$ cat src/rtl/rgbblur_pkg.sv
// shared types, constants and pixel functions of the rgb555 expand and 3x3 blur block
`default_nettype none

package rgbblur_pkg;

    localparam int PIX_W       = 24;
    localparam int CFG_IDX_W   = 3;
    localparam int CFG_DATA_W  = 12;
    localparam int FW_W        = 12;
    localparam int HGT_W       = 12;
    localparam int BRD_W       = 10;
    localparam int ROW_W       = 11;
    localparam int MAX_HEIGHT  = 2048;
    localparam int OFIFO_DEPTH = 4;
    localparam int OFIFO_PTR_W = 2;
    localparam int OFIFO_CNT_W = 3;

    localparam logic [PIX_W-1:0] NBR_MASK  = 24'hf8f8f8;
    localparam logic [PIX_W-1:0] HALF_MASK = 24'hfefefe;

    localparam logic [FW_W-1:0]  RST_FRAME_WIDTH  = 12'd640;
    localparam logic [HGT_W-1:0] RST_FRAME_HEIGHT = 12'd480;
    localparam logic [BRD_W-1:0] RST_BORDER_ROWS  = 10'd70;

    // configuration register indexes
    localparam logic [CFG_IDX_W-1:0] CFG_FRAME_WIDTH  = 3'd0;
    localparam logic [CFG_IDX_W-1:0] CFG_FRAME_HEIGHT = 3'd1;
    localparam logic [CFG_IDX_W-1:0] CFG_BORDER_ROWS  = 3'd2;
    localparam logic [CFG_IDX_W-1:0] CFG_BLUR_ENABLE  = 3'd3;
    localparam logic [CFG_IDX_W-1:0] CFG_INPUT_FORMAT = 3'd4;

    // input format codes
    localparam logic FMT_RGB888 = 1'b0;
    localparam logic FMT_RGB555 = 1'b1;

    typedef struct packed {
        logic [FW_W-1:0]  frame_width;
        logic [HGT_W-1:0] frame_height;
        logic [BRD_W-1:0] border_rows;
        logic             blur_enable;
        logic             input_format;
    } t_cfg;

    typedef struct packed {
        logic [PIX_W-1:0] pixel_in;
        logic             flush;
    } t_in_beat;

    typedef struct packed {
        logic [PIX_W-1:0] pixel_out;
        logic             frame_last;
    } t_out_beat;

    // control of the item sitting in the line buffer read stage
    typedef struct packed {
        logic pixel;
        logic flush;
        logic emit;
        logic blur;
        logic last;
        logic fwd_hit;
        logic sel_above;
    } t_s1_ctl;

    typedef logic [8:0][PIX_W-1:0] t_window;

    function automatic logic [7:0] widen5(input logic [4:0] v);
        return {v, v[4:2]};
    endfunction

    function automatic logic [PIX_W-1:0] to_rgb(input logic [PIX_W-1:0] raw,
                                                 input logic fmt);
        logic [PIX_W-1:0] res;
        if (fmt == FMT_RGB555) begin
            res = {widen5(raw[4:0]), widen5(raw[9:5]), widen5(raw[14:10])};
        end else begin
            res = raw;
        end
        return res;
    endfunction

    // half the centre plus half the sum of the eight masked neighbours, each divided by eight
    function automatic logic [PIX_W-1:0] blur_mix(input t_window win);
        logic [PIX_W-1:0] sum;
        logic [PIX_W-1:0] half_c;
        logic [PIX_W-1:0] half_s;
        sum = '0;
        for (int k = 0; k < 9; k++) begin
            if (k != 4) begin
                sum = sum + ((win[k] & NBR_MASK) >> 3);
            end
        end
        half_c = (win[4] & HALF_MASK) >> 1;
        half_s = (sum & HALF_MASK) >> 1;
        return half_c + half_s;
    endfunction

endpackage

`default_nettype wire

$ cat src/rtl/rgbblur_ofifo.sv
// small output queue that absorbs results while the receiver stalls
`default_nettype none

module rgbblur_ofifo (
    input  wire logic                                i_clk,
    input  wire logic                                i_rst_n,
    input  wire logic                                i_push,
    input  wire rgbblur_pkg::t_out_beat              i_beat,
    input  wire logic                                i_stall,
    output      logic                                o_valid,
    output      rgbblur_pkg::t_out_beat              o_beat,
    output      logic [rgbblur_pkg::OFIFO_CNT_W-1:0] o_count
);

    localparam int PW = rgbblur_pkg::OFIFO_PTR_W;
    localparam int NW = rgbblur_pkg::OFIFO_CNT_W;

    rgbblur_pkg::t_out_beat r_mem [rgbblur_pkg::OFIFO_DEPTH];
    logic [PW-1:0]          r_wptr;
    logic [PW-1:0]          r_rptr;
    logic [NW-1:0]          r_count;
    logic                   pop;

    assign pop = (r_count != '0) && !i_stall;

    always_ff @(posedge i_clk) begin
        if (!i_rst_n) begin
            r_wptr  <= '0;
            r_rptr  <= '0;
            r_count <= '0;
        end else begin
            if (i_push) begin
                r_wptr <= r_wptr + PW'(1);
            end
            if (pop) begin
                r_rptr <= r_rptr + PW'(1);
            end
            r_count <= r_count + (i_push ? NW'(1) : NW'(0)) - (pop ? NW'(1) : NW'(0));
        end
        if (i_push) begin
            r_mem[r_wptr] <= i_beat;
        end
    end

    assign o_valid = r_count != '0;
    assign o_beat  = r_mem[r_rptr];
    assign o_count = r_count;

endmodule

`default_nettype wire

$ cat config.mk
export PLATFORM = sky130hd
export DESIGN_NAME = rgbblur_ofifo
export DESIGN_NICKNAME = d
export VERILOG_FILES = /design/src/rtl/rgbblur_pkg.sv /design/src/rtl/rgbblur_ofifo.sv
export SDC_FILE = /design/constraint.sdc
export NUM_CORES = 1
export LEC_CHECK = 0
export BUFFER_PORTS_ARGS = -buffer_cell sky130_fd_sc_hd__buf_2
export CORE_MARGIN = 2
export CORE_UTILIZATION = 35
export DETAILED_ROUTE_END_ITERATION = 6
export SYNTH_ARGS = -nofsm -noshare
export SYNTH_HDL_FRONTEND = slang
export SYNTH_SLANG_ARGS = --single-unit
export TNS_END_PERCENT = 50
$ cat constraint.sdc
create_clock -name i_clk -period 2.1 [get_ports i_clk]
set_clock_uncertainty 0.15 [all_clocks]
set_input_delay 0.42 -clock i_clk [delete_from_list [all_inputs] [get_ports i_clk]]
set_output_delay 0.42 -clock i_clk [all_outputs]
set_load 0.01 [all_outputs]
==> metrics.md <==
| Metric | Value |
|---|---|
| Most frequent cells after synthesis | edfxtp_1 (100), mux4_2 (20), dfxtp_1 (9), and2_1 (8), inv_1 (7) |
| Total Die Area | 12620 um2 |
| Global routing usage summed across all routing layers | 12.05% |
| Post-Synthesis Cell Area | 4108 um2 |
| Filler cell count in the final layout | approximately 1000 |
| Crit path capture type | output port |
| Total wirelength of the detailed-routed design | 7097 um |
| CP max FO | 9 |
| Worst Setup Path Type | reg2out |
| Detailed-route wire length per cell | between 15 and 20 um |
| Count of nets after finishing | 291 |
| Drt pass-1 iters | 4 |
| Yosys warning total | 0 |
| Number of diodes added for antenna fixing | 0 |
| Source-to-sink clock delay at the later pin of the worst-skew pair | 340 ps |
| Switching part of the total | 23.33% |
| Count of final max-slew check failures | 0 |
| Setup slack after layout | -68.22 ps |
| Number of standard cells in the layout, taps in and fillers out | approximately 400 |
| Data arrival time of the critical path | 1600 ps |
| Min-Delay Path Class | in2reg |
| ANT nets after route | 0 |
| Area delta synth->final | 24.22% |
| DRC Markers | 0 |
| CTS tree | built |
| Critical-path cell with the highest stage delay | mux4_2 |
| Largest stage delay on the critical path | between 500 and 600 ps |
| Pre-CTS setup slack | 25.73 ps |
| Initial Utilization | between 30% and 40% |
| Placer Congestion | 0.6537 |
| Internal power component | ~4.3 mW |
| Number of synthesized flops with an enable pin | 100 |
| Sort of element at the start of the critical path | flop |
| Total number of placement rows | 39 |
| RSZ-0062 raised after global routing | true |
| Share of power burned in registers | 46.8% |
| Horiz. Die Dim | 112.3 um |
| Post-route fraction of the period consumed by the critical path | 103.2% |
| Ys async rst share | 0% |
| Core box area | 11420 um2 |
| Pwr Total | 5.558 mW |
| Largest area contributor in the synthesized netlist | edfxtp_1 |
| Root Buffer Master | clkbuf_16 |
| Max-cap violations | 0 |
| Post-synth top flop | edfxtp_1 |
| Share of power burned in the clock network | 31.0% |
| Power density cells | 1089 nW/um2 |
| Tightest Pin Transition | 337.7 ps |
| CP required | 1530 ps |
| Ratio of routed vias to standard cells | about 4.8 |
| Clk pin slew, worst setup/hold paths | ~70 ps |
| Finished Cell Area | slightly above 5000 um2 |
| Nets in the synthesized netlist | 213 |
| Relative max-transition margin | between 70% and 80% |
| Final Hold Slack | 142.0 ps |
| Violations in the final reports | setup timing |
| Most common cell in the netlist | edfxtp_1 |
| Combinational share of power | around 22% |
| # IOs | 58 |
| Initial antenna violation count | 0 |
| Placed cell area | about 4600 um2 |
| Proportion of layout cells with a drive suffix above 1 | a little under half |
| R2r setup slk | -10 ps |
| Setup TNS Final | -860.9 ps |
| Share of the core filled with cells | 44.69% |
| Top post-synthesis cells by area | edfxtp_1 (73%), mux4_2 (11%), dfxtp_1 (4.4%) |
| Top-area cell type share of the netlist area | 73.10% |
| Post-synthesis average cell area | around 23 um2 |
| Maximum count of clock buffers along a single path | 2 |
| CTS buffer count | 9 |
| Final Hold Fails | 0 |
| Vias | 1920 |
| Cells along the critical path | buf_12 > mux4_2 > buf_6 |
| Instance count after placement with tap cells included | about 390 |
| Total clock sinks | 109 |
| Number of buffers added on ports | 57 |
| HPWL after detailed placement | 4525 um |
| Sequential fraction of the synthesis area | 77.49% |
| Static Leak | between 1.5 and 2 nW |
| Status | finished, violations left |
| Number of setup violations in the final report | 26 |
| Die Span Y | 112.3 um |
| Max Freq | 0.4612 GHz |
| Post-layout minimum cycle time | 2168 ps |
| Number of different library cells in the post-synthesis netlist | 24 |
| Worst ir drop on vdd | ~0.64 mV |
| Wire length of the first global-routing pass | between 10000 and 15000 um |
| Number of instances in the synthesized netlist | about 180 |
| Hold buffer count at CTS | 0 |
| Synthesized flop and latch total | ~110 |
| Via count of the first global-routing pass | 2048 |
| Detailed router's first-iteration violation count | 77 |
| Pin count of the biggest net entering global routing | 21 |
| Net switching power figure | 1.297 mW |
| Count of H-tree levels built during CTS | 3 |
| Total grt overflow | 0 |
## worst max-delay path: cells and delay by family (launching register included)
family | cells | cell delay, ps
flops | 1 | 420
mux | 1 | 530
buf+inv | 2 | 300
## layout by cell type (no fill, tap or decap), drive strengths merged
master and instances:
edfxtp 100, nor2 1, mux4 25, dfxtp 9, nor2b 1, and2 8
clkbuf 10, nand2 1, nand2b 1, xor2 1, buf 73, nor3 1
ha 6, clkinv 2, or3 1, a21boi 2, nor3b 1, clkinvlp 1
xnor2 2, fa 1, mux2i 2, bufinv 2, o21ai 1, inv 7
## power groups by stage
stage | sequential (mW) | clock (mW) | combinational, mW
after floorplan | 2.62 | 0 | 0.688
after global placement | 2.62 | 0 | 1.04
after detailed placement | 2.63 | 0 | 1.04
after CTS | 2.60 | 1.78 | 1.18
after global routing | 2.62 | 1.86 | 1.34
final | 2.60 | 1.72 | 1.23
## layer usage
layer  GRT usage (%)  routed length [um]  part of all wire [%]  vias up
met5               0                   0                     0        -
met4           4.878                 112                   1.6        0
met3           3.672                 338                   4.8        9
met1           15.66                3206                    45      994
met2           19.08                3440                    48       46
li1                -                   -                     -      871
## worst paths after layout
| check | start | depth (start not counted) | to |
|---|---|---|---|
| max | flop | 3 | o_beat[15] |
| min | i_beat[16] | 1 | r_mem[1][16]$_DFFE_PP_ |
| max reg2reg | o_count[0]$_SDFF_PN0_ | 9 | o_count[2]$_SDFF_PN0_ |
| min reg2reg | r_rptr[1]$_SDFFE_PN0P_ | 2 | r_rptr[1]$_SDFFE_PN0P_ |
## state kept, by name, summed over array words and instances (netlist names), named ones only
signal,flops
r_wptr,2
r_rptr,2
r_mem,100
o_count,3
## logic make-up after synthesis
logic type               count (synthesis)  synth area share, %
AO/OA/AOI/OAI                            3               0.4871
flip-flops                             109                77.49
XOR/XNOR                                 3               0.6398
multiplexers                            27                14.65
buffers and inverters                   13                2.254
adder cells (fa/ha/maj)                  7                2.315
AND/OR/NAND/NOR                         15                2.163
## cell type report
type | count | area, um2 | share of cell area (%)
Timing Repair Buffer | 73 | 560.5 | 10.99
Clock inverter | 5 | 76.32 | 1.496
Sequential cell | 109 | 3194 | 62.60
Inverter | 7 | 26.28 | 0.5150
Tap cell | 143 | 178.9 | 3.507
Clock buffer | 10 | 229.0 | 4.488
Multi-Input combinational cell | 55 | 837.1 | 16.41
## repair_timing
action | 4_1_cts | 5_1_grt
pin swaps | 0 | 2
setup buffers | 0 | 1
gates cloned | 1 | 0
resized for setup | 22 | 10
endpoints found under the setup margin | 25 | 26
(Power assumes the default switching activity.)
