### src/rtl/rgbblur_pkg.sv
// shared types, constants and pixel functions of the rgb555 expand and 3x3 blur block
`default_nettype none

package rgbblur_pkg;

    localparam int PIX_W       = 24;
    localparam int CFG_IDX_W   = 3;
    localparam int CFG_DATA_W  = 12;
    localparam int FW_W        = 12;
    localparam int HGT_W       = 12;
    localparam int BRD_W       = 10;
    localparam int ROW_W       = 11;
    localparam int MAX_HEIGHT  = 2048;
    localparam int OFIFO_DEPTH = 4;
    localparam int OFIFO_PTR_W = 2;
    localparam int OFIFO_CNT_W = 3;

    localparam logic [PIX_W-1:0] NBR_MASK  = 24'hf8f8f8;
    localparam logic [PIX_W-1:0] HALF_MASK = 24'hfefefe;

    localparam logic [FW_W-1:0]  RST_FRAME_WIDTH  = 12'd640;
    localparam logic [HGT_W-1:0] RST_FRAME_HEIGHT = 12'd480;
    localparam logic [BRD_W-1:0] RST_BORDER_ROWS  = 10'd70;

    // configuration register indexes
    localparam logic [CFG_IDX_W-1:0] CFG_FRAME_WIDTH  = 3'd0;
    localparam logic [CFG_IDX_W-1:0] CFG_FRAME_HEIGHT = 3'd1;
    localparam logic [CFG_IDX_W-1:0] CFG_BORDER_ROWS  = 3'd2;
    localparam logic [CFG_IDX_W-1:0] CFG_BLUR_ENABLE  = 3'd3;
    localparam logic [CFG_IDX_W-1:0] CFG_INPUT_FORMAT = 3'd4;

    // input format codes
    localparam logic FMT_RGB888 = 1'b0;
    localparam logic FMT_RGB555 = 1'b1;

    typedef struct packed {
        logic [FW_W-1:0]  frame_width;
        logic [HGT_W-1:0] frame_height;
        logic [BRD_W-1:0] border_rows;
        logic             blur_enable;
        logic             input_format;
    } t_cfg;

    typedef struct packed {
        logic [PIX_W-1:0] pixel_in;
        logic             flush;
    } t_in_beat;

    typedef struct packed {
        logic [PIX_W-1:0] pixel_out;
        logic             frame_last;
    } t_out_beat;

    // control of the item sitting in the line buffer read stage
    typedef struct packed {
        logic pixel;
        logic flush;
        logic emit;
        logic blur;
        logic last;
        logic fwd_hit;
        logic sel_above;
    } t_s1_ctl;

    typedef logic [8:0][PIX_W-1:0] t_window;

    function automatic logic [7:0] widen5(input logic [4:0] v);
        return {v, v[4:2]};
    endfunction

    function automatic logic [PIX_W-1:0] to_rgb(input logic [PIX_W-1:0] raw,
                                                 input logic fmt);
        logic [PIX_W-1:0] res;
        if (fmt == FMT_RGB555) begin
            res = {widen5(raw[4:0]), widen5(raw[9:5]), widen5(raw[14:10])};
        end else begin
            res = raw;
        end
        return res;
    endfunction

    // half the centre plus half the sum of the eight masked neighbours, each divided by eight
    function automatic logic [PIX_W-1:0] blur_mix(input t_window win);
        logic [PIX_W-1:0] sum;
        logic [PIX_W-1:0] half_c;
        logic [PIX_W-1:0] half_s;
        sum = '0;
        for (int k = 0; k < 9; k++) begin
            if (k != 4) begin
                sum = sum + ((win[k] & NBR_MASK) >> 3);
            end
        end
        half_c = (win[4] & HALF_MASK) >> 1;
        half_s = (sum & HALF_MASK) >> 1;
        return half_c + half_s;
    endfunction

endpackage

`default_nettype wire

### src/rtl/rgbblur_seq.sv
// raster position counters, flush bookkeeping, line buffer addressing and first stage
`default_nettype none

module rgbblur_seq #(
    parameter int MAX_WIDTH = 2048
) (
    input  wire logic                              i_clk,
    input  wire logic                              i_rst_n,
    input  wire rgbblur_pkg::t_cfg                 i_cfg,
    input  wire logic                              i_accept,
    input  wire rgbblur_pkg::t_in_beat             i_beat,
    input  wire logic [rgbblur_pkg::PIX_W-1:0]     i_middle_rd,
    output      logic [$clog2(MAX_WIDTH)-1:0]      o_above_raddr,
    output      logic [$clog2(MAX_WIDTH)-1:0]      o_middle_raddr,
    output      rgbblur_pkg::t_s1_ctl              o_s1,
    output      logic [rgbblur_pkg::PIX_W-1:0]     o_s1_px,
    output      logic [$clog2(MAX_WIDTH)-1:0]      o_s1_col,
    output      logic [rgbblur_pkg::PIX_W-1:0]     o_s1_fwd
);

    localparam int CW = $clog2(MAX_WIDTH);
    localparam int WW = $clog2(MAX_WIDTH + 2);
    localparam int EW = (WW > rgbblur_pkg::FW_W) ? WW : rgbblur_pkg::FW_W;
    localparam int HW = rgbblur_pkg::HGT_W;
    localparam int RW = rgbblur_pkg::ROW_W;
    localparam int SW = HW + 1;

    logic [CW-1:0] r_col, n_col;
    logic [RW-1:0] r_row, n_row;
    logic [WW-1:0] r_pend, n_pend;

    rgbblur_pkg::t_s1_ctl          r_s1, n_s1;
    logic [rgbblur_pkg::PIX_W-1:0] r_s1_px, n_s1_px;
    logic [CW-1:0]                 r_s1_col, n_s1_col;
    logic [rgbblur_pkg::PIX_W-1:0] r_s1_fwd, n_s1_fwd;

    logic [EW-1:0]          fw_e;
    logic [WW-1:0]          w;
    logic [WW-1:0]          wp1;
    logic [HW-1:0]          h;
    logic [rgbblur_pkg::BRD_W-1:0] b;
    logic                   wrap0;
    logic [CW-1:0]          c;
    logic [HW-1:0]          rowp;
    logic [RW-1:0]          r;
    logic [RW-1:0]          orow;
    logic [WW-1:0]          c1;
    logic                   endrow;
    logic [HW-1:0]          r1;
    logic                   endframe;
    logic [WW-1:0]          idx;
    logic                   sel_above;
    logic [CW-1:0]          above_fl;
    logic [CW-1:0]          middle_fl;
    logic                   flush_live;
    logic                   emit;
    logic                   blur;

    always_comb begin
        // effective frame limits
        fw_e = EW'(i_cfg.frame_width);
        if (fw_e < EW'(3)) begin
            fw_e = EW'(3);
        end else if (fw_e > EW'(MAX_WIDTH)) begin
            fw_e = EW'(MAX_WIDTH);
        end
        w   = WW'(fw_e);
        wp1 = w + WW'(1);

        h = i_cfg.frame_height;
        if (h < HW'(3)) begin
            h = HW'(3);
        end else if (h > HW'(rgbblur_pkg::MAX_HEIGHT)) begin
            h = HW'(rgbblur_pkg::MAX_HEIGHT);
        end
        b = (i_cfg.border_rows == '0) ? rgbblur_pkg::BRD_W'(1) : i_cfg.border_rows;

        // position of this pixel, wrapping a count left beyond a new limit
        wrap0 = WW'(r_col) >= w;
        c     = wrap0 ? '0 : r_col;
        rowp  = HW'(r_row) + (wrap0 ? HW'(1) : HW'(0));
        r     = (rowp >= h) ? '0 : rowp[RW-1:0];
        orow  = r - RW'(1);

        c1       = WW'(c) + WW'(1);
        endrow   = c1 >= w;
        r1       = HW'(r) + HW'(1);
        endframe = endrow && (r1 >= h);

        if (c == '0) begin
            emit = r >= RW'(2);
        end else begin
            emit = r != '0;
        end
        blur = i_cfg.blur_enable && (c >= CW'(2)) && (r != '0)
            && (orow >= RW'(b)) && ((SW'(orow) + SW'(b)) < SW'(h));

        // flush reads the owed results back out of the line buffers
        idx        = (r_pend > wp1) ? '0 : (wp1 - r_pend);
        sel_above  = idx == '0;
        above_fl   = CW'(w - WW'(1));
        middle_fl  = CW'(idx - WW'(1));
        flush_live = i_beat.flush && (r_pend != '0);

        o_above_raddr  = i_beat.flush ? above_fl : c;
        o_middle_raddr = i_beat.flush ? middle_fl : c;

        n_col    = r_col;
        n_row    = r_row;
        n_pend   = r_pend;
        n_s1     = '0;
        n_s1_px  = to_rgb_px();
        n_s1_col = c;
        // the pixel in the read stage writes its buffers at this edge
        n_s1_fwd = sel_above ? i_middle_rd : r_s1_px;

        if (i_accept && !i_beat.flush) begin
            n_col        = endrow ? '0 : c1[CW-1:0];
            n_row        = endrow ? (endframe ? '0 : r1[RW-1:0]) : r;
            n_pend       = endframe ? wp1 : '0;
            n_s1.pixel   = 1'b1;
            n_s1.emit    = emit;
            n_s1.blur    = blur && emit;
        end else if (i_accept && flush_live) begin
            n_pend         = r_pend - WW'(1);
            n_s1.flush     = 1'b1;
            n_s1.emit      = 1'b1;
            n_s1.last      = r_pend == WW'(1);
            n_s1.sel_above = sel_above;
            n_s1.fwd_hit   = r_s1.pixel
                && (r_s1_col == (sel_above ? above_fl : middle_fl));
        end
    end

    function automatic logic [rgbblur_pkg::PIX_W-1:0] to_rgb_px();
        return rgbblur_pkg::to_rgb(i_beat.pixel_in, i_cfg.input_format);
    endfunction

    always_ff @(posedge i_clk) begin
        if (!i_rst_n) begin
            r_col  <= '0;
            r_row  <= '0;
            r_pend <= '0;
            r_s1   <= '0;
        end else begin
            r_col  <= n_col;
            r_row  <= n_row;
            r_pend <= n_pend;
            r_s1   <= n_s1;
        end
        r_s1_px  <= n_s1_px;
        r_s1_col <= n_s1_col;
        r_s1_fwd <= n_s1_fwd;
    end

    assign o_s1     = r_s1;
    assign o_s1_px  = r_s1_px;
    assign o_s1_col = r_s1_col;
    assign o_s1_fwd = r_s1_fwd;

endmodule

`default_nettype wire

### config.mk
export PLATFORM = sky130hd
export DESIGN_NAME = rgbblur_seq
export DESIGN_NICKNAME = d
export VERILOG_FILES = /design/src/rtl/rgbblur_pkg.sv /design/src/rtl/rgbblur_seq.sv
export SDC_FILE = /design/constraint.sdc
export NUM_CORES = 1
export LEC_CHECK = 0
export BUFFER_PORTS_ARGS = -buffer_cell sky130_fd_sc_hd__buf_4
export CORE_ASPECT_RATIO = 0.5
export CORE_MARGIN = 4
export CORE_UTILIZATION = 61
export CTS_BUF_LIST = sky130_fd_sc_hd__clkbuf_16
export CTS_CLUSTER_SIZE = 12
export DETAILED_ROUTE_END_ITERATION = 12
export PLACE_DENSITY = 0.9
export SLEW_MARGIN = 15
export SYNTH_ARGS = -nofsm -noshare
export SYNTH_HDL_FRONTEND = slang
export SYNTH_SLANG_ARGS = --single-unit
### constraint.sdc
create_clock -name i_clk -period 25.7 [get_ports i_clk]
set_clock_uncertainty 0.15 [all_clocks]
set_input_delay 5.14 -clock i_clk [delete_from_list [all_inputs] [get_ports i_clk]]
set_output_delay 5.14 -clock i_clk [all_outputs]
set_load 0.02 [all_outputs]
==> results.toml <==
[critical_path]
critPathBufInv = 4
slowest_stage = "a31oi_1"
criticalPathCategory = "in -> out"
critPathMaxStageDelay_ns = 0.61
path_delay_family = "simple AND/OR/NAND/NOR gates"
start_kind = "primary input"
crit_top_cell = "ha_1"
arrival_ns = 11.44
critical_path.max_fanout = 11
cp.required_ns = 20.41
cp-end-kind = "primary output"
worstPathCellList = "buf_4, or4_1, nor4_2, o21ai_0, inv_1, ha_1, nand3_1, nor2_1, nand4_1, or3_1, a21oi_1, ha_1, nand2_1, o21ai_1, a21o_1, a31oi_1, nor2_1, inv_1, ha_1, nand3_1, o31ai_1, xnor2_1, a21oi_1, buf_4"

[floorplan]
die_w_um = 177
rows = 30
die-area_sq_um = 16500
die_y_um = 92.7
core-area_sq_um = 13800
io_pins = 176
start_util_pct = 63.4

[placed_design]
gp_congestion = 0.954
dp_hpwl_mm = 22.3
portBuffers = 175

[yosys]
syn_area_sq_um = 8760
synth_top_area_share_pct = 22.8
syn_inst = 1122
avgSynthCellArea_sq_um = 7.81
synth.area.top_cells = "dfxtp_1, ha_1, nand2_1"
synth_seq_cells = 100
synth_top_area_cell = "dfxtp_1"
synth_top_flop_cell = "dfxtp_1"
async_reset_ff_share_pct = 0
synthesis.nets = 1315
yosysSeqAreaShare_pct = 22.8
ys_types = 83
ys_warn_count = 0
synth_edf_count = 0

[global_routing]
grt_usage_pct = 33.5
grt_util_met1_pct = 41.3
grt_max_degree = 35
grt_pass1_wl_mm = 44.8
grt-ovfl-total = 0
grt_antenna_before_repair = 0
use_met2_pct = 58.1
busiest_layer = "met2"
first_global_vias = 8932
grtUsageMet3_pct = 7.34

[clocking]
cts_sinks = 100
h-tree-depth = 3
cts.repair.resized = 0
ctsHoldBuffers = 0
cts_tree = "yes"
clk_latency_ns = 0.36
numCtsBuffers = 9
root_buffer = "clkbuf_16"
clk_pin_slew_ns = 0.08
post_cts_buffers = 0
cts_max_path_buffers = 2

[routing]
vias = 9248
wire_per_inst_um = 19.5
viasPerCell = 6.32
wl_mm = 28.5
drtAntennaViolNets = 0
drtPass1Iterations = 6
drtIter0Drc = 1031
route.detailed.drc = 0

[timing]
max_freq_mhz = 59.8
hold_viol_final = 0
holdWs_ns = 0.351
slew_headroom_pct = 41.0
tightest_slew_ns = 0.882
setup_viol = 0
grt_setup_unrepaired = "false"
slew_violations = 0
fin_crit_sh_pct = 65.1
fin_crit_ns = 16.73
tns_ns = 0

[finish]
syn_to_final_growth_pct = 19.7
drive_gt1_share_pct = 20.7
nets = 1459
n_antenna_cell = 0

[pwr]
p_per_area_nw_per_um2 = 58.3
power_switching_mw = 0.254
p_seq_share_pct = 28.9
switching_share_pct = 41.6
p_int_mw = 0.357
vdd_drop_max_uv = 36.5
combPwrFrac_pct = 47.4
clkPwrFrac_pct = 23.7
p_leak_nw = 4.91

[job]
cap_violations = 0

[worst_hold_path]
min_path_type = "reg -> reg"

[outcome]
status = "completed"
cells in the mapped netlist (7+ instances only):
library cell / instances
nand2_1: 106
ha_1: 103
dfxtp_1: 100
inv_1: 94
nor2_1: 86
a21oi_1: 79
o21ai_0: 65
xnor2_1: 44
clkbuf_1: 41
nor3_1: 37
mux2_2: 31
xor2_1: 28
nand3_1: 26
a21o_1: 21
nand4_1: 18
a31oi_1: 16
nand2b_1: 16
a211oi_1: 13
and3_1: 13
a22o_1: 12
and2_1: 10
nor4_1: 10
o21a_1: 8
or2_2: 8
o211ai_1: 7
power groups by stage:
| stage | clock (mW) | combinational, mW | sequential (mW) |
|---|---|---|---|
| 2_1_floorplan | 0 | 0.187 | 0.191 |
| 3_3_place_gp | 0 | 0.275 | 0.179 |
| 3_5_place_dp | 0 | 0.282 | 0.180 |
| 4_1_cts | 0.144 | 0.284 | 0.176 |
| 5_1_grt | 0.151 | 0.314 | 0.178 |
| 6_report | 0.145 | 0.290 | 0.177 |
path summary, 6_finish.rpt:
kind / from / endpoint / slack [ns] / depth (start not counted)
worst min-delay path: o_s1_px[22]$_DFF_P_ / o_s1_fwd[22]$_DFF_P_ / 0.35 / 1
worst min register to register: o_s1_px[22]$_DFF_P_ / o_s1_fwd[22]$_DFF_P_ / 0.35 / 1
worst max-delay path: i_cfg[32] / o_middle_raddr[10] / 8.97 / 24
worst max register to register: r_col[0]$_SDFFE_PN0P_ / r_row[2]$_SDFFE_PN0P_ / 16.02 / 37
per-layer routing:
layer	share of wire (%)	up-vias
li1	-	4309
met1	40	4277
met2	47	568
met3	10	94
met4	3.1	0
met5	0	-
area by class of cell:
class,count,area (sq um)
multi-input combinational,879,6210
fill,1040,3330
sequential,100,2000
timing repair buffer,181,1360
inverter,95,357
tap,192,240
clock buffer,9,225
clock inverter,7,91.3
registers in the layout, indices dropped and copies added (netlist names):
register	count
r_row	11
o_s1_fwd	24
o_s1_px	24
r_pend	12
o_s1_col	11
r_col	11
o_s1	7
through the flow:
stage / setup WS, ns / cell area, sq um / util [%] / std cells / power, mW
after floorplan: 9.91 / 8760 / - / 1122 / 0.378
after global placement: 9.33 / 10200 / 73.6 / 1447 / 0.454
after detailed placement: 9.16 / 10200 / 73.6 / 1447 / 0.462
after CTS: 9.11 / 10500 / 75.9 / 1463 / 0.605
after global routing: 8.43 / 10500 / 75.9 / 1463 / 0.643
final: 8.97 / 10500 / 75.9 / 1463 / 0.611
cell usage in the layout (no fill, tap or decap), types with 8 or more instances in the layout:
cell,instances
nand2_1,106
a31oi_1,16
dfxtp_1,100
a211oi_1,13
and2_1,10
or2_2,8
nand4_1,18
o21a_1,8
nor3_1,37
buf_4,181
a21oi_1,79
nand2b_1,16
clkbuf_16,9
xnor2_1,44
mux2_2,31
a21o_1,21
ha_1,103
and3_1,13
a22o_1,12
o21ai_0,65
inv_1,94
nand3_1,26
xor2_1,28
nor2_1,85
nor4_1,10
cell families (layout without fill, tap and decap cells):
| kind of cell | after synthesis | after routing | share of synthesized area [%] |
|---|---|---|---|
| AND/OR/NAND/NOR | 370 | 370 | 21.0 |
| AO/OA/AOI/OAI | 294 | 294 | 22.5 |
| buffers and inverters | 143 | 292 | 6.44 |
| adder cells (fa/ha/maj) | 105 | 105 | 15.2 |
| flip-flops | 100 | 100 | 22.8 |
| XOR/XNOR | 72 | 72 | 7.20 |
| multiplexers | 38 | 38 | 4.80 |
No activity file was read; power rests on OpenSTA's default activity.
