File: config.mk
export PLATFORM = sky130hd
export DESIGN_NAME = rgbblur_win
export DESIGN_NICKNAME = d
export VERILOG_FILES = /design/src/rtl/rgbblur_pkg.sv /design/src/rtl/rgbblur_win.sv
export SDC_FILE = /design/constraint.sdc
export NUM_CORES = 1
export LEC_CHECK = 0
export ABC_AREA = 1
export BUFFER_PORTS_ARGS = -buffer_cell sky130_fd_sc_hd__clkbuf_2
export CAP_MARGIN = 20
export CORE_MARGIN = 2
export CORE_UTILIZATION = 55
export CTS_BUF_LIST = sky130_fd_sc_hd__clkbuf_8
export CTS_CLUSTER_DIAMETER = 80
export DETAILED_ROUTE_END_ITERATION = 8
export GPL_TIMING_DRIVEN = 0
export HOLD_SLACK_MARGIN = 0.03
export PLACE_DENSITY = 0.75
export SYNTH_ARGS = -nofsm -noshare
export SYNTH_HDL_FRONTEND = slang
export SYNTH_SLANG_ARGS = --single-unit
File: constraint.sdc
create_clock -name i_clk -period 25.6 [get_ports i_clk]
set_input_delay 5.12 -clock i_clk [delete_from_list [all_inputs] [get_ports i_clk]]
set_output_delay 5.12 -clock i_clk [all_outputs]
set_load 0.005 [all_outputs]
File: src/rtl/rgbblur_pkg.sv
// shared types, constants and pixel functions of the rgb555 expand and 3x3 blur block
`default_nettype none

package rgbblur_pkg;

    localparam int PIX_W       = 24;
    localparam int CFG_IDX_W   = 3;
    localparam int CFG_DATA_W  = 12;
    localparam int FW_W        = 12;
    localparam int HGT_W       = 12;
    localparam int BRD_W       = 10;
    localparam int ROW_W       = 11;
    localparam int MAX_HEIGHT  = 2048;
    localparam int OFIFO_DEPTH = 4;
    localparam int OFIFO_PTR_W = 2;
    localparam int OFIFO_CNT_W = 3;

    localparam logic [PIX_W-1:0] NBR_MASK  = 24'hf8f8f8;
    localparam logic [PIX_W-1:0] HALF_MASK = 24'hfefefe;

    localparam logic [FW_W-1:0]  RST_FRAME_WIDTH  = 12'd640;
    localparam logic [HGT_W-1:0] RST_FRAME_HEIGHT = 12'd480;
    localparam logic [BRD_W-1:0] RST_BORDER_ROWS  = 10'd70;

    // configuration register indexes
    localparam logic [CFG_IDX_W-1:0] CFG_FRAME_WIDTH  = 3'd0;
    localparam logic [CFG_IDX_W-1:0] CFG_FRAME_HEIGHT = 3'd1;
    localparam logic [CFG_IDX_W-1:0] CFG_BORDER_ROWS  = 3'd2;
    localparam logic [CFG_IDX_W-1:0] CFG_BLUR_ENABLE  = 3'd3;
    localparam logic [CFG_IDX_W-1:0] CFG_INPUT_FORMAT = 3'd4;

    // input format codes
    localparam logic FMT_RGB888 = 1'b0;
    localparam logic FMT_RGB555 = 1'b1;

    typedef struct packed {
        logic [FW_W-1:0]  frame_width;
        logic [HGT_W-1:0] frame_height;
        logic [BRD_W-1:0] border_rows;
        logic             blur_enable;
        logic             input_format;
    } t_cfg;

    typedef struct packed {
        logic [PIX_W-1:0] pixel_in;
        logic             flush;
    } t_in_beat;

    typedef struct packed {
        logic [PIX_W-1:0] pixel_out;
        logic             frame_last;
    } t_out_beat;

    // control of the item sitting in the line buffer read stage
    typedef struct packed {
        logic pixel;
        logic flush;
        logic emit;
        logic blur;
        logic last;
        logic fwd_hit;
        logic sel_above;
    } t_s1_ctl;

    typedef logic [8:0][PIX_W-1:0] t_window;

    function automatic logic [7:0] widen5(input logic [4:0] v);
        return {v, v[4:2]};
    endfunction

    function automatic logic [PIX_W-1:0] to_rgb(input logic [PIX_W-1:0] raw,
                                                 input logic fmt);
        logic [PIX_W-1:0] res;
        if (fmt == FMT_RGB555) begin
            res = {widen5(raw[4:0]), widen5(raw[9:5]), widen5(raw[14:10])};
        end else begin
            res = raw;
        end
        return res;
    endfunction

    // half the centre plus half the sum of the eight masked neighbours, each divided by eight
    function automatic logic [PIX_W-1:0] blur_mix(input t_window win);
        logic [PIX_W-1:0] sum;
        logic [PIX_W-1:0] half_c;
        logic [PIX_W-1:0] half_s;
        sum = '0;
        for (int k = 0; k < 9; k++) begin
            if (k != 4) begin
                sum = sum + ((win[k] & NBR_MASK) >> 3);
            end
        end
        half_c = (win[4] & HALF_MASK) >> 1;
        half_s = (sum & HALF_MASK) >> 1;
        return half_c + half_s;
    endfunction

endpackage

`default_nettype wire

File: src/rtl/rgbblur_win.sv
// 3x3 window registers, result select stage and blur arithmetic
`default_nettype none

module rgbblur_win (
    input  wire logic                          i_clk,
    input  wire logic                          i_rst_n,
    input  wire rgbblur_pkg::t_s1_ctl          i_s1,
    input  wire logic [rgbblur_pkg::PIX_W-1:0] i_s1_px,
    input  wire logic [rgbblur_pkg::PIX_W-1:0] i_s1_fwd,
    input  wire logic [rgbblur_pkg::PIX_W-1:0] i_above_rd,
    input  wire logic [rgbblur_pkg::PIX_W-1:0] i_middle_rd,
    output      logic                          o_valid,
    output      rgbblur_pkg::t_out_beat        o_beat
);

    rgbblur_pkg::t_window          r_win, n_win;
    logic                          r_s2_v;
    logic                          r_s2_blur;
    logic                          r_s2_flush;
    logic                          r_s2_last;
    logic [rgbblur_pkg::PIX_W-1:0] r_s2_val, n_s2_val;

    always_comb begin
        n_win = r_win;
        if (i_s1.pixel) begin
            n_win[0] = r_win[1];
            n_win[1] = r_win[2];
            n_win[2] = i_above_rd;
            n_win[3] = r_win[4];
            n_win[4] = r_win[5];
            n_win[5] = i_middle_rd;
            n_win[6] = r_win[7];
            n_win[7] = r_win[8];
            n_win[8] = i_s1_px;
        end
        if (i_s1.fwd_hit) begin
            n_s2_val = i_s1_fwd;
        end else begin
            n_s2_val = i_s1.sel_above ? i_above_rd : i_middle_rd;
        end
    end

    always_ff @(posedge i_clk) begin
        if (!i_rst_n) begin
            r_win      <= '0;
            r_s2_v     <= 1'b0;
            r_s2_blur  <= 1'b0;
            r_s2_flush <= 1'b0;
            r_s2_last  <= 1'b0;
        end else begin
            r_win      <= n_win;
            r_s2_v     <= i_s1.emit;
            r_s2_blur  <= i_s1.blur;
            r_s2_flush <= i_s1.flush;
            r_s2_last  <= i_s1.last;
        end
        r_s2_val <= n_s2_val;
    end

    // window centre is also the pass-through pixel, even at column zero
    always_comb begin
        if (r_s2_blur) begin
            o_beat.pixel_out = rgbblur_pkg::blur_mix(r_win);
        end else if (r_s2_flush) begin
            o_beat.pixel_out = r_s2_val;
        end else begin
            o_beat.pixel_out = r_win[4];
        end
        o_beat.frame_last = r_s2_last;
    end

    assign o_valid = r_s2_v;

endmodule

`default_nettype wire

==> results.md, run 1 <==
* Share of cells above drive strength 1 at 10.6%
* Fill count at 2172
* Die X at 157 µm
* Die H at 157 µm
* CTS tree: built
* Pre-CTS WS at 11220 ps
* Register bit count reported by yosys at 181
* Endpoints failing setup at 0
* CTS sink cnt at 181
* Fin crit share at 58.9%
* Crit path DAT at 9950 ps
* Setup bufs post-CTS at 0
* Total global-route track usage at 33.7%
* Final Max Tran Viols at 0
* Initial antenna violation count at 1
* Fmax at 66.3 MHz
* Kind of critical path: flop to primary output
* Slew @ Worst Pin at 901 ps
* Top FF cell, synth: dfxtp_1
* Post-Route Setup TNS at 0 ps
* Num CTS Buffers at 17
* Critical path capture point type: primary output
* Layout Skew at 11.7 ps
* Worst skew pair latency at 480 ps
* Hold_buf cts at 0
* Status: complete, no violations
* Row cnt at 55
* Placed Cells at 2305
* Avg Cell Area, Syn at 6.85 µm²
* Cts repair resizes at 0
* Post-synth EDFFs at 0
* Mapped Area at 0.0128 mm²
* Vias per cell at 5.55
* Global-route wire length before repair at 63.1 mm
* FFs w/ async S/R, synth at 0%
* 1st-iter DRT viols at 1395
* # DRC at 0
* Post-Layout Cell Count at 2336
* DRT antenna net count at 0
* Largest net degree at the start of global routing at 17
* Syn. warnings at 0
* Cell area after placement at 0.0138 mm²
* Fin worst setup slack at 10530 ps
* Vias in the first global route at 12100
* Reg clk slew, reported paths at 100 ps
* Ranking of synthesized cells by area: dfxtp_1, ha_1, nor2_1
* Maxcap violations at 0
* Cell mode on critical path: nand2_1
* Port bufs at 119
* Seq/Total Area, Yosys at 28.2%
* Nets at 2266
* Post-DP HPWL at 33.0 mm
* Drt first pass iters at 8
* GPL Wtd Cong at 0.989
* Routed len/inst at 17.5 µm
* Number of distinct library cells after synthesis at 46
* Unrepaired setup endpoints after global routing: false
* Slew HR at 39.9%
* Syn_nets at 2128
* Maximum net fanout on the critical path at 5
* Clock Tree Root: clkbuf_8
* LEAKAGE at 7.21 nW
* Die area at 0.0246 mm²
* Worst path required time at 20480 ps
* Fin crit period at 15070 ps
* Yosys top cell area share at 28.2%
* N_diodes at 0
* Drt total wl at 41.0 mm
* Final Cell Area at 0.0142 mm²
* Worst min-delay path class: flop to flop
* Layout area overhead at 10.7%
* Final Hold Fails at 0
* Synth area leader: dfxtp_1
* Initial core utilization at 56.3%
* Syn Inst Count at 1873
* Peak VDD IR at 0.0523 mV
* Slowest CP cell: fa_1
* Hold WS at 495 ps
* Type of origin of the critical path: flop
* Crit-path max cell delay at 410 ps
* Grt total ovfl at 0
* Via count at 13000
* Area of the core at 0.0228 mm²
* PwrDens at 106 mW/mm²
* Htree depth at 4
* CTS max path bufs at 2
* IO Pins at 131
[layout make-up]
type                       count  area, µm²  area share, %
timing repair buffer         119        596           4.19
multi-input combinational   1439       8260           58.1
tap                          313        392           2.76
clock inverter                14        151           1.07
inverter                     179        672           4.73
sequential                   181       3620           25.5
buffer                        74        282           1.98
clock buffer                  17        234           1.65
[cell usage in the layout (no fill, tap or decap), types with 52 or more instances in the layout]
| cell type | n |
|---|---|
| o21ai_0 | 217 |
| clkbuf_1 | 67 |
| inv_1 | 164 |
| nor2_1 | 381 |
| a21oi_1 | 157 |
| xor2_1 | 52 |
| clkbuf_2 | 119 |
| ha_1 | 134 |
| dfxtp_1 | 181 |
| nand2_1 | 252 |
| nand3_1 | 69 |
[kinds of logic after synthesis]
logic type                 Yosys count  share of synthesized area (%)
DFF                                181                           28.2
and+or+nand+nor                    778                           25.3
xor gates and xnor gates            88                           6.01
AOI/OAI and AO/OA                  423                           17.4
buffers and inverters              253                           7.43
adders and majority gates          150                           15.6
[stage by stage]
step / power, mW / util, %
finish: 1.51 / 62.4
global route: 1.63 / 62.4
CTS: 1.49 / 62.4
detailed placement: 1.28 / 60.7
global placement: 1.26 / 60.7
floorplan: 1.03 / -
[power by group]
group | switching (mW) | internal (mW) | total [mW]
clock | 0.115 | 0.0877 | 0.202
combinational | 0.632 | 0.354 | 0.986
sequential | 0.0181 | 0.301 | 0.319
[critical path: cells and delay by family, from the launching register on]
family / cells / cell delay (ps)
adder cells (fa/ha/maj): 9 / 3060
AO/OA/AOI/OAI: 13 / 2420
AND/OR/NAND/NOR: 18 / 1840
XOR/XNOR: 7 / 1400
flip-flops: 1 / 360
buffers and inverters: 5 / 360
[routing by layer]
| layer | up-vias | track usage, % | share of wire (%) |
|---|---|---|---|
| met5 | - | 0 | 0 |
| met4 | 0 | 14.6 | 4.6 |
| met3 | 106 | 5.87 | 9.2 |
| met2 | 557 | 53.9 | 44 |
| met1 | 5892 | 44.8 | 42 |
| li1 | 6408 | - | - |
[synthesized netlist by cell type (all sizes together) (2+ instances only)]
master and n:
nor2 391, nand2 273, o21ai 224, dfxtp 181, inv 175, a21oi 159, ha 134, nand3 80
clkbuf 67, xor2 52, xnor2 36, fa 16, nand4 14, nor3 10, o22ai 9, a31oi 7
buf 7, a21o 6, or2 6, o31ai 5, clkinv 4, a21boi 3, a211oi 2, and2 2
o21bai 2, o32ai 2
[final timing paths]
check             slack [ps]        from          to  depth (start not counted)
setup / recovery       10530   r_win[27]  o_beat[24]                         52
hold / removal           490  r_win[138]  r_win[114]                          2
setup reg to reg       24700  r_win[108]   r_win[84]                          2
hold reg to reg          490  r_win[138]  r_win[114]                          2
[sequential cells by signal (all words and copies together) (netlist names)]
| signal | count |
|---|---|
| r_s2_val | 24 |
| r_s2_flush | 1 |
| o_valid | 1 |
| r_s2_blur | 1 |
| r_s2_last | 1 |
| r_win | 153 |
No activity file was read; power rests on OpenSTA's default activity.
==> inputs of run 2 (changes only) <==
--- a/config.mk
+++ b/config.mk
@@ -5,7 +5,7 @@
 export SDC_FILE = /design/constraint.sdc
 export NUM_CORES = 1
 export LEC_CHECK = 0
-export ABC_AREA = 1
+export ABC_AREA = 0
 export BUFFER_PORTS_ARGS = -buffer_cell sky130_fd_sc_hd__clkbuf_2
 export CAP_MARGIN = 20
 export CORE_MARGIN = 2
@@ -15,7 +15,7 @@
 export DETAILED_ROUTE_END_ITERATION = 8
 export GPL_TIMING_DRIVEN = 0
 export HOLD_SLACK_MARGIN = 0.03
-export PLACE_DENSITY = 0.75
+export PLACE_DENSITY = 0.78
 export SYNTH_ARGS = -nofsm -noshare
 export SYNTH_HDL_FRONTEND = slang
 export SYNTH_SLANG_ARGS = --single-unit
==> constraint.sdc (replaced) <==
create_clock -name i_clk -period 13.8 [get_ports i_clk]
set_input_delay 2.76 -clock i_clk [delete_from_list [all_inputs] [get_ports i_clk]]
set_output_delay 2.76 -clock i_clk [all_outputs]
set_load 0.005 [all_outputs]
==> run 2 against run 1 <==
  * Combinational power down 54%
  * Clock skew rose by 1.4 ps
  * Cell area grew 3.3%
  * Area after synthesis rose by 3.4%
  * Clock power rose by 83%
  * Cell count decreased by 18%
  * Critical endpoint is now o_beat[23]
  * Die area is 3.3% higher
  * Worst setup slack got worse by 9700 ps
  * First-iteration DRC count fell by 40%
  * Synthesized cell count fell by 23%
  * Sequential cell count did not move
  * Non-clock buffer count is 16 lower
==> results.md, run 2 <==
* Status: complete, no violations (unchanged)
* Num CTS Buffers at 17 (unchanged)
* Peak VDD IR at 0.0523 mV (about the same)
* Crit-path max cell delay at 480 ps (was 410 ps)
* Routed len/inst at 18.5 µm (was 17.5 µm)
* GPL Wtd Cong at 0.904 (was 0.989)
* Setup bufs post-CTS at 0 (unchanged)
* Worst path required time at 11040 ps (was 20480 ps)
* Hold_buf cts at 0 (unchanged)
* Number of distinct library cells after synthesis at 77 (was 46)
* Drt total wl at 35.4 mm (was 41.0 mm)
* Area of the multi-input gates at 0.00923 mm² (was 0.00826 mm²)
* Most common cell after layout, fill and taps aside: mux2i_1 (was nor2_1)
* Largest net degree at the start of global routing at 20 (was 17)
* Grt total ovfl at 0 (unchanged)
* Vias in the first global route at 10800 (was 12100)
* Maxcap violations at 0 (unchanged)
* Initial core utilization at 56.4% (was 56.3%)
* Count leader, synth: mux2i_1 (was nor2_1)
* R2R Setup Slk at 13020 ps (was 24700 ps)
* Endpoints failing setup at 0 (unchanged)
* PwrDens at 94.6 mW/mm² (was 106 mW/mm²)
* Drt first pass iters at 5 (was 8)
* Initial antenna violation count at 0 (was 1)
* Vias per cell at 5.71 (was 5.55)
* CTS tree: built (unchanged)
* LEAKAGE at 7.00 nW (was 7.21 nW)
* # DRC at 0 (unchanged)
* Post-Route Setup TNS at 0 ps (unchanged)
* Slowest CP cell: a31oi_1 (was fa_1)
* Clock Tree Root: clkbuf_8 (unchanged)
* Register bit count reported by yosys at 181 (unchanged)
* Depth of the most critical reg-to-reg path at 2 (unchanged)
* Top FF cell, synth: dfxtp_1 (unchanged)
* Nets at 1837 (was 2266)
* Highest-count cells in the layout ignoring fill and taps: mux2i_1, dfxtp_1, nor2b_1, ha_1, clkbuf_2 (was nor2_1, nand2_1, o21ai_0, dfxtp_1, inv_1)
* Register area at 0.00362 mm² (unchanged)
* Post-DP HPWL at 28.6 mm (was 33.0 mm)
* N_diodes at 0 (unchanged)
* Fill count at 2036 (was 2172)
* Avg Cell Area, Syn at 9.18 µm² (was 6.85 µm²)
* Slew HR at 17.0% (was 39.9%)
* IO Pins at 131 (unchanged)
* Crit path DAT at 10220 ps (was 9950 ps)
* Final Max Tran Viols at 0 (unchanged)
* Critical path capture point type: primary output (unchanged)
* Global-route wire length before repair at 56.5 mm (was 63.1 mm)
* Maximum net fanout on the critical path at 7 (was 5)
* Port bufs at 117 (was 119)
* Hold WS at 532 ps (was 495 ps)
* DRT antenna net count at 0 (unchanged)
* Biggest registers after layout: r_win: 153 flops, r_s2_val: 24 flops (unchanged)
* Fin crit share at 94.0%
* Syn_nets at 1700 (was 2128)
* Yosys top cell area share at 27.3% (was 28.2%)
* FFs w/ async S/R, synth at 0% (unchanged)
* Cts repair resizes at 0 (unchanged)
* Layout area overhead at 10.6% (was 10.7%)
* Max reg flops at 153 (unchanged)
* Total global-route track usage at 28.1% (was 33.7%)
* Layout Skew at 13.1 ps (was 11.7 ps)
* Row cnt at 56 (was 55)
* Worst min-delay path class: flop to flop (unchanged)
* Final core occ at 62.3% (was 62.4%)
* CTS sink cnt at 181 (unchanged)
* PnR Total Power at 1.39 mW (was 1.51 mW)
* Fmax at 77.1 MHz
* 1st-iter DRT viols at 835 (was 1395)
* Htree depth at 4 (unchanged)
* Unrepaired setup endpoints after global routing: false (unchanged)
* Area of the core at 0.0235 mm² (was 0.0228 mm²)
* Fin worst setup slack at 822 ps (was 10530 ps)
* Kind of critical path: flop to primary output (unchanged)
* Die area at 0.0254 mm² (was 0.0246 mm²)
* Worst skew pair latency at 480 ps (about the same)
* Die X at 159 µm (was 157 µm)
* Mapped Area at 0.0133 mm² (was 0.0128 mm²)
* CTS max path bufs at 2 (unchanged)
* Synth area leader: dfxtp_1 (unchanged)
* Seq/Total Area, Yosys at 27.3% (was 28.2%)
* Post-synth EDFFs at 0 (unchanged)
* Die H at 159 µm (was 157 µm)
* Syn. warnings at 0 (unchanged)
* Pre-CTS WS at 1250 ps (was 11220 ps)
* Type of origin of the critical path: flop (unchanged)
* Ranking of synthesized cells by area: dfxtp_1, mux2i_1, ha_1 (was dfxtp_1, ha_1, nor2_1)
* Cell mode on critical path: ha_1 (was nand2_1)
* Biggest register: r_win (unchanged)
* Final Hold Fails at 0 (unchanged)
* Worst r2r src: r_win[118] (was r_win[108])
* Reg clk slew, reported paths at 110 ps (was 100 ps)
* Reg-to-reg endpoint: r_win[118] (was r_win[84])
* Via count at 10900 (was 13000)
* Slew @ Worst Pin at 1250 ps (was 901 ps)
* Fin crit period at 12980 ps
* Worst Setup SP: r_win[3] (was r_win[27])
* Critical path endpoint: o_beat[23] (was o_beat[24])
* Syn Inst Count at 1445 (was 1873)
* Most frequent cells after synthesis: mux2i_1, dfxtp_1, nor2b_1 (was nor2_1, nand2_1, o21ai_0)
* Share of cells above drive strength 1 at 11.7% (was 10.6%)
==> run 2: worst min path at each step <==
stage	from	end	slack, ps	depth (start not counted)
6_report	r_win[137]	r_win[113]	530	2
5_1_grt	r_win[128]	r_win[128]	550	2
4_1_cts	r_win[128]	r_win[104]	530	2
3_5_place_dp	r_win[104]	r_win[104]	510	2
3_3_place_gp	r_win[128]	r_win[104]	490	2
2_1_floorplan	r_win[104]	r_win[104]	480	2
==> run 2: metrics by stage <==
step / area (µm²) / instances
floorplan: 13300 / 1445
global placement: 14300 / 1881
detailed placement: 14300 / 1882
CTS: 14700 / 1914
global route: 14700 / 1914
finish: 14700 / 1914
==> run 2: layout make-up <==
cell class | count | area share [%]
Multi-Input combinational cell | 1155 | 62.9
Sequential cell | 181 | 24.7
Timing Repair Buffer | 118 | 4.09
Tap cell | 319 | 2.72
Clock buffer | 17 | 1.59
Buffer | 59 | 1.59
Inverter | 50 | 1.28
Clock inverter | 15 | 1.13
==> run 2: layer usage <==
| layer | part of all wire (%) | vias to the layer above | GRT usage, % |
|---|---|---|---|
| met5 | 0 | - | 0 |
| met4 | 3.7 | 0 | 11.3 |
| met3 | 6.6 | 65 | 5.16 |
| met2 | 45 | 328 | 45.2 |
| met1 | 45 | 5154 | 37.3 |
| li1 | - | 5378 | - |
==> run 2: critical path: cells and delay by family, from the launching register on <==
kind / cells / cell delay (ps)
AOI/OAI and AO/OA: 15 / 3290
adders and majority gates: 8 / 2560
and+or+nand+nor: 12 / 1870
xor gates and xnor gates: 6 / 1050
buffers and inverters: 3 / 510
DFF: 1 / 350
muxes: 1 / 70
==> run 2: report_power, final <==
part / leakage, nW / internal, mW / total [mW] / switching [mW]
Combinational: 5.31 / 0.190 / 0.454 / 0.264
Sequential: 1.48 / 0.546 / 0.566 / 0.0196
Clock: 0.203 / 0.136 / 0.369 / 0.232
Total: 7.00 / 0.873 / 1.39 / 0.515
==> run 2: cells by family (layout without fill, tap and decap cells) <==
family | count (synthesis) | count (layout) | share of synthesized area [%]
fa+ha+maj | 150 | 150 | 15.1
buf+inv | 109 | 259 | 3.18
mux | 207 | 207 | 15.6
xor+xnor | 115 | 115 | 8.19
compound gates | 298 | 298 | 14.5
simple gates | 385 | 385 | 16.2
flops | 181 | 181 | 27.3
==> inputs of run 3 (changes only) <==
--- a/config.mk
+++ b/config.mk
@@ -8,14 +8,16 @@
 export ABC_AREA = 0
 export BUFFER_PORTS_ARGS = -buffer_cell sky130_fd_sc_hd__clkbuf_2
 export CAP_MARGIN = 20
+export CELL_PAD_IN_SITES_DETAIL_PLACEMENT = 1
+export CELL_PAD_IN_SITES_GLOBAL_PLACEMENT = 1
 export CORE_MARGIN = 2
-export CORE_UTILIZATION = 55
+export CORE_UTILIZATION = 43
 export CTS_BUF_LIST = sky130_fd_sc_hd__clkbuf_8
 export CTS_CLUSTER_DIAMETER = 80
 export DETAILED_ROUTE_END_ITERATION = 8
 export GPL_TIMING_DRIVEN = 0
 export HOLD_SLACK_MARGIN = 0.03
-export PLACE_DENSITY = 0.78
+export PLACE_DENSITY_LB_ADDON = 0.1
 export SYNTH_ARGS = -nofsm -noshare
 export SYNTH_HDL_FRONTEND = slang
 export SYNTH_SLANG_ARGS = --single-unit
==> run 3 against run 2 <==
  * Clock power down 5.7%
  * Sequential cell count stayed put
  * Non-clock buffer count is 6 higher
  * Critical path type unchanged
  * Critical endpoint is now o_beat[24]
  * Highest routed layer unchanged
==> results.md, run 3 (same netlist as run 2, synthesis figures left out) <==
* DRT antenna net count at 0 (unchanged)
* Num CTS Buffers at 17 (unchanged)
* Routed len/inst at 20.3 µm (was 18.5 µm)
* PwrDens at 93.4 mW/mm² (was 94.6 mW/mm²)
* Internal power at 878 µW (was 873 µW)
* Unrepaired setup endpoints after global routing: false (unchanged)
* Most common cell after layout, fill and taps aside: mux2i_1 (unchanged)
* Die area at 0.0323 mm² (was 0.0254 mm²)
* Drt total wl at 40.6 mm (was 35.4 mm)
* Slew HR at 25.2% (was 17.0%)
* Placed Cells at 1962 (was 1882)
* Endpoints failing setup at 0 (unchanged)
* Final Hold Fails at 0 (unchanged)
* Layout area overhead at 11.8% (was 10.6%)
* Kind of critical path: flop to primary output (unchanged)
* Hold WS at 534 ps (was 532 ps)
* 1st-iter DRT viols at 495 (was 835)
* Global-route wire length before repair at 63.1 mm (was 56.5 mm)
* Grt total ovfl at 0 (unchanged)
* Sw frac at 36.6% (was 37.1%)
* LEAKAGE at 7.02 nW (was 7.00 nW)
* Reg clk slew, reported paths at 90 ps (was 110 ps)
* Total global-route track usage at 25.2% (was 28.1%)
* P_sw at 507 µW (was 515 µW)
* GPL Wtd Cong at 0.895 (was 0.904)
* Flop pwr share at 40.9% (was 40.8%)
* Fin crit share at 94.9% (was 94.0%)
* Pre-CTS WS at 799 ps (was 1250 ps)
* Status: complete, no violations (unchanged)
* Nets at 1843 (was 1837)
* Biggest register: r_win (unchanged)
* Slowest CP cell: xnor2_1 (was a31oi_1)
* Cell mode on critical path: ha_1 (unchanged)
* Initial core utilization at 43.5% (was 56.4%)
* Drt first pass iters at 5 (unchanged)
* Port bufs at 117 (unchanged)
* CTS sink cnt at 181 (unchanged)
* IO Pins at 131 (unchanged)
* Crit-path max cell delay at 550 ps (was 480 ps)
* Maxcap violations at 0 (unchanged)
* Critical path capture point type: primary output (unchanged)
* Initial antenna violation count at 0 (unchanged)
* Largest net degree at the start of global routing at 17 (was 20)
* Vias per cell at 5.46 (was 5.71)
* Vias in the first global route at 11100 (was 10800)
* Combinational share of power at 34.0% (was 32.7%)
* Worst path required time at 11040 ps (about the same)
* Post-Layout Cell Count at 1998 (was 1914)
* Area of the core at 0.0305 mm² (was 0.0235 mm²)
* Max reg flops at 153 (unchanged)
* Final core occ at 48.6% (was 62.3%)
* Cell area after placement at 0.0144 mm² (was 0.0143 mm²)
* Highest-count cells in the layout ignoring fill and taps: mux2i_1, dfxtp_1, nor2b_1, ha_1, clkbuf_2 (unchanged)
* PnR Total Power at 1.39 mW (about the same)
* Share of cells above drive strength 1 at 12.2% (was 11.7%)
* CTS max path bufs at 2 (unchanged)
* Post-Route Setup TNS at 0 ps (unchanged)
* Crit path DAT at 10330 ps (was 10220 ps)
* Via count at 10900 (about the same)
* Hold_buf cts at 0 (unchanged)
* Maximum net fanout on the critical path at 6 (was 7)
* Final Max Tran Viols at 0 (unchanged)
* Row cnt at 64 (was 56)
* Clock Tree Root: clkbuf_8 (unchanged)
* Type of origin of the critical path: flop (unchanged)
* Worst skew pair latency at 490 ps (was 480 ps)
* Clock Power Share at 25.1% (was 26.5%)
* Peak VDD IR at 0.0583 mV (was 0.0523 mV)
* Slew @ Worst Pin at 1120 ps (was 1250 ps)
* Fmax at 76.4 MHz (was 77.1 MHz)
* Fin worst setup slack at 709 ps (was 822 ps)
* Worst min-delay path class: flop to flop (unchanged)
* Die H at 180 µm (was 159 µm)
* CTS tree: built (unchanged)
* Htree depth at 4 (unchanged)
* Fin crit period at 13090 ps (was 12980 ps)
* Biggest registers after layout: r_win: 153 flops, r_s2_val: 24 flops (unchanged)
* Die X at 180 µm (was 159 µm)
* Final Cell Area at 0.0148 mm² (was 0.0147 mm²)
* Layout Skew at 12.0 ps (was 13.1 ps)
* Post-DP HPWL at 32.8 mm (was 28.6 mm)
* # DRC at 0 (unchanged)
==> run 3: changes by cell type in the layout (fill, tap and decap cells not counted), sizes merged <==
cell	previous run	this run
buf	19	25
diode	0	1
clkbuf	175	178
inv	56	55
clkinv	9	3
clkinvlp	0	4
==> run 3: worst max-delay path: cells and delay by family, from the launching register on <==
family	cells	cell delay, ps
AO/OA/AOI/OAI	21	4020
XOR/XNOR	5	1210
adder cells (fa/ha/maj)	9	3050
buffers and inverters	1	150
flip-flops	1	350
AND/OR/NAND/NOR	5	1060
==> run 3: layer usage <==
metal	routed length, µm	global-route usage (%)	share of wire, %	vias up
met5	0	0	0	-
met3	1360	3.91	3.4	37
met2	18300	40.7	45	189
met1	20100	35.0	50	5315
met4	807	6.80	2.0	0
li1	-	-	-	5375
==> run 3: power groups by stage <==
stage | sequential (mW) | clock, mW | combinational (mW)
global route | 0.569 | 0.380 | 0.518
CTS | 0.566 | 0.358 | 0.468
floorplan | 0.570 | 0 | 0.320
detailed placement | 0.578 | 0 | 0.464
finish | 0.566 | 0.348 | 0.471
global placement | 0.578 | 0 | 0.450
==> run 3: layout make-up <==
class	count	area, µm²
clock buffer	20	275
tap	396	495
inverter	50	188
multi-input combinational	1155	9260
timing repair buffer	124	676
buffer	59	234
fill	3670	15700
sequential	181	3620
antenna	1	2.50
clock inverter	12	81.3
==> run 3: what timing repair did <==
item,4_1_cts,5_1_grt
buffers inserted,0,2
endpoints found under the hold margin,0,0
endpoints found under the setup margin,0,4
gates resized for setup,0,8
==> run 3: path summary, 6_finish.rpt <==
path	startpoint	end	slack, ps	depth (start not counted)
min	r_win[122]	r_win[122]	530	2
max	r_win[27]	o_beat[24]	710	41
min reg2reg	r_win[122]	r_win[122]	530	2
max reg2reg	r_win[70]	r_win[70]	12970	2
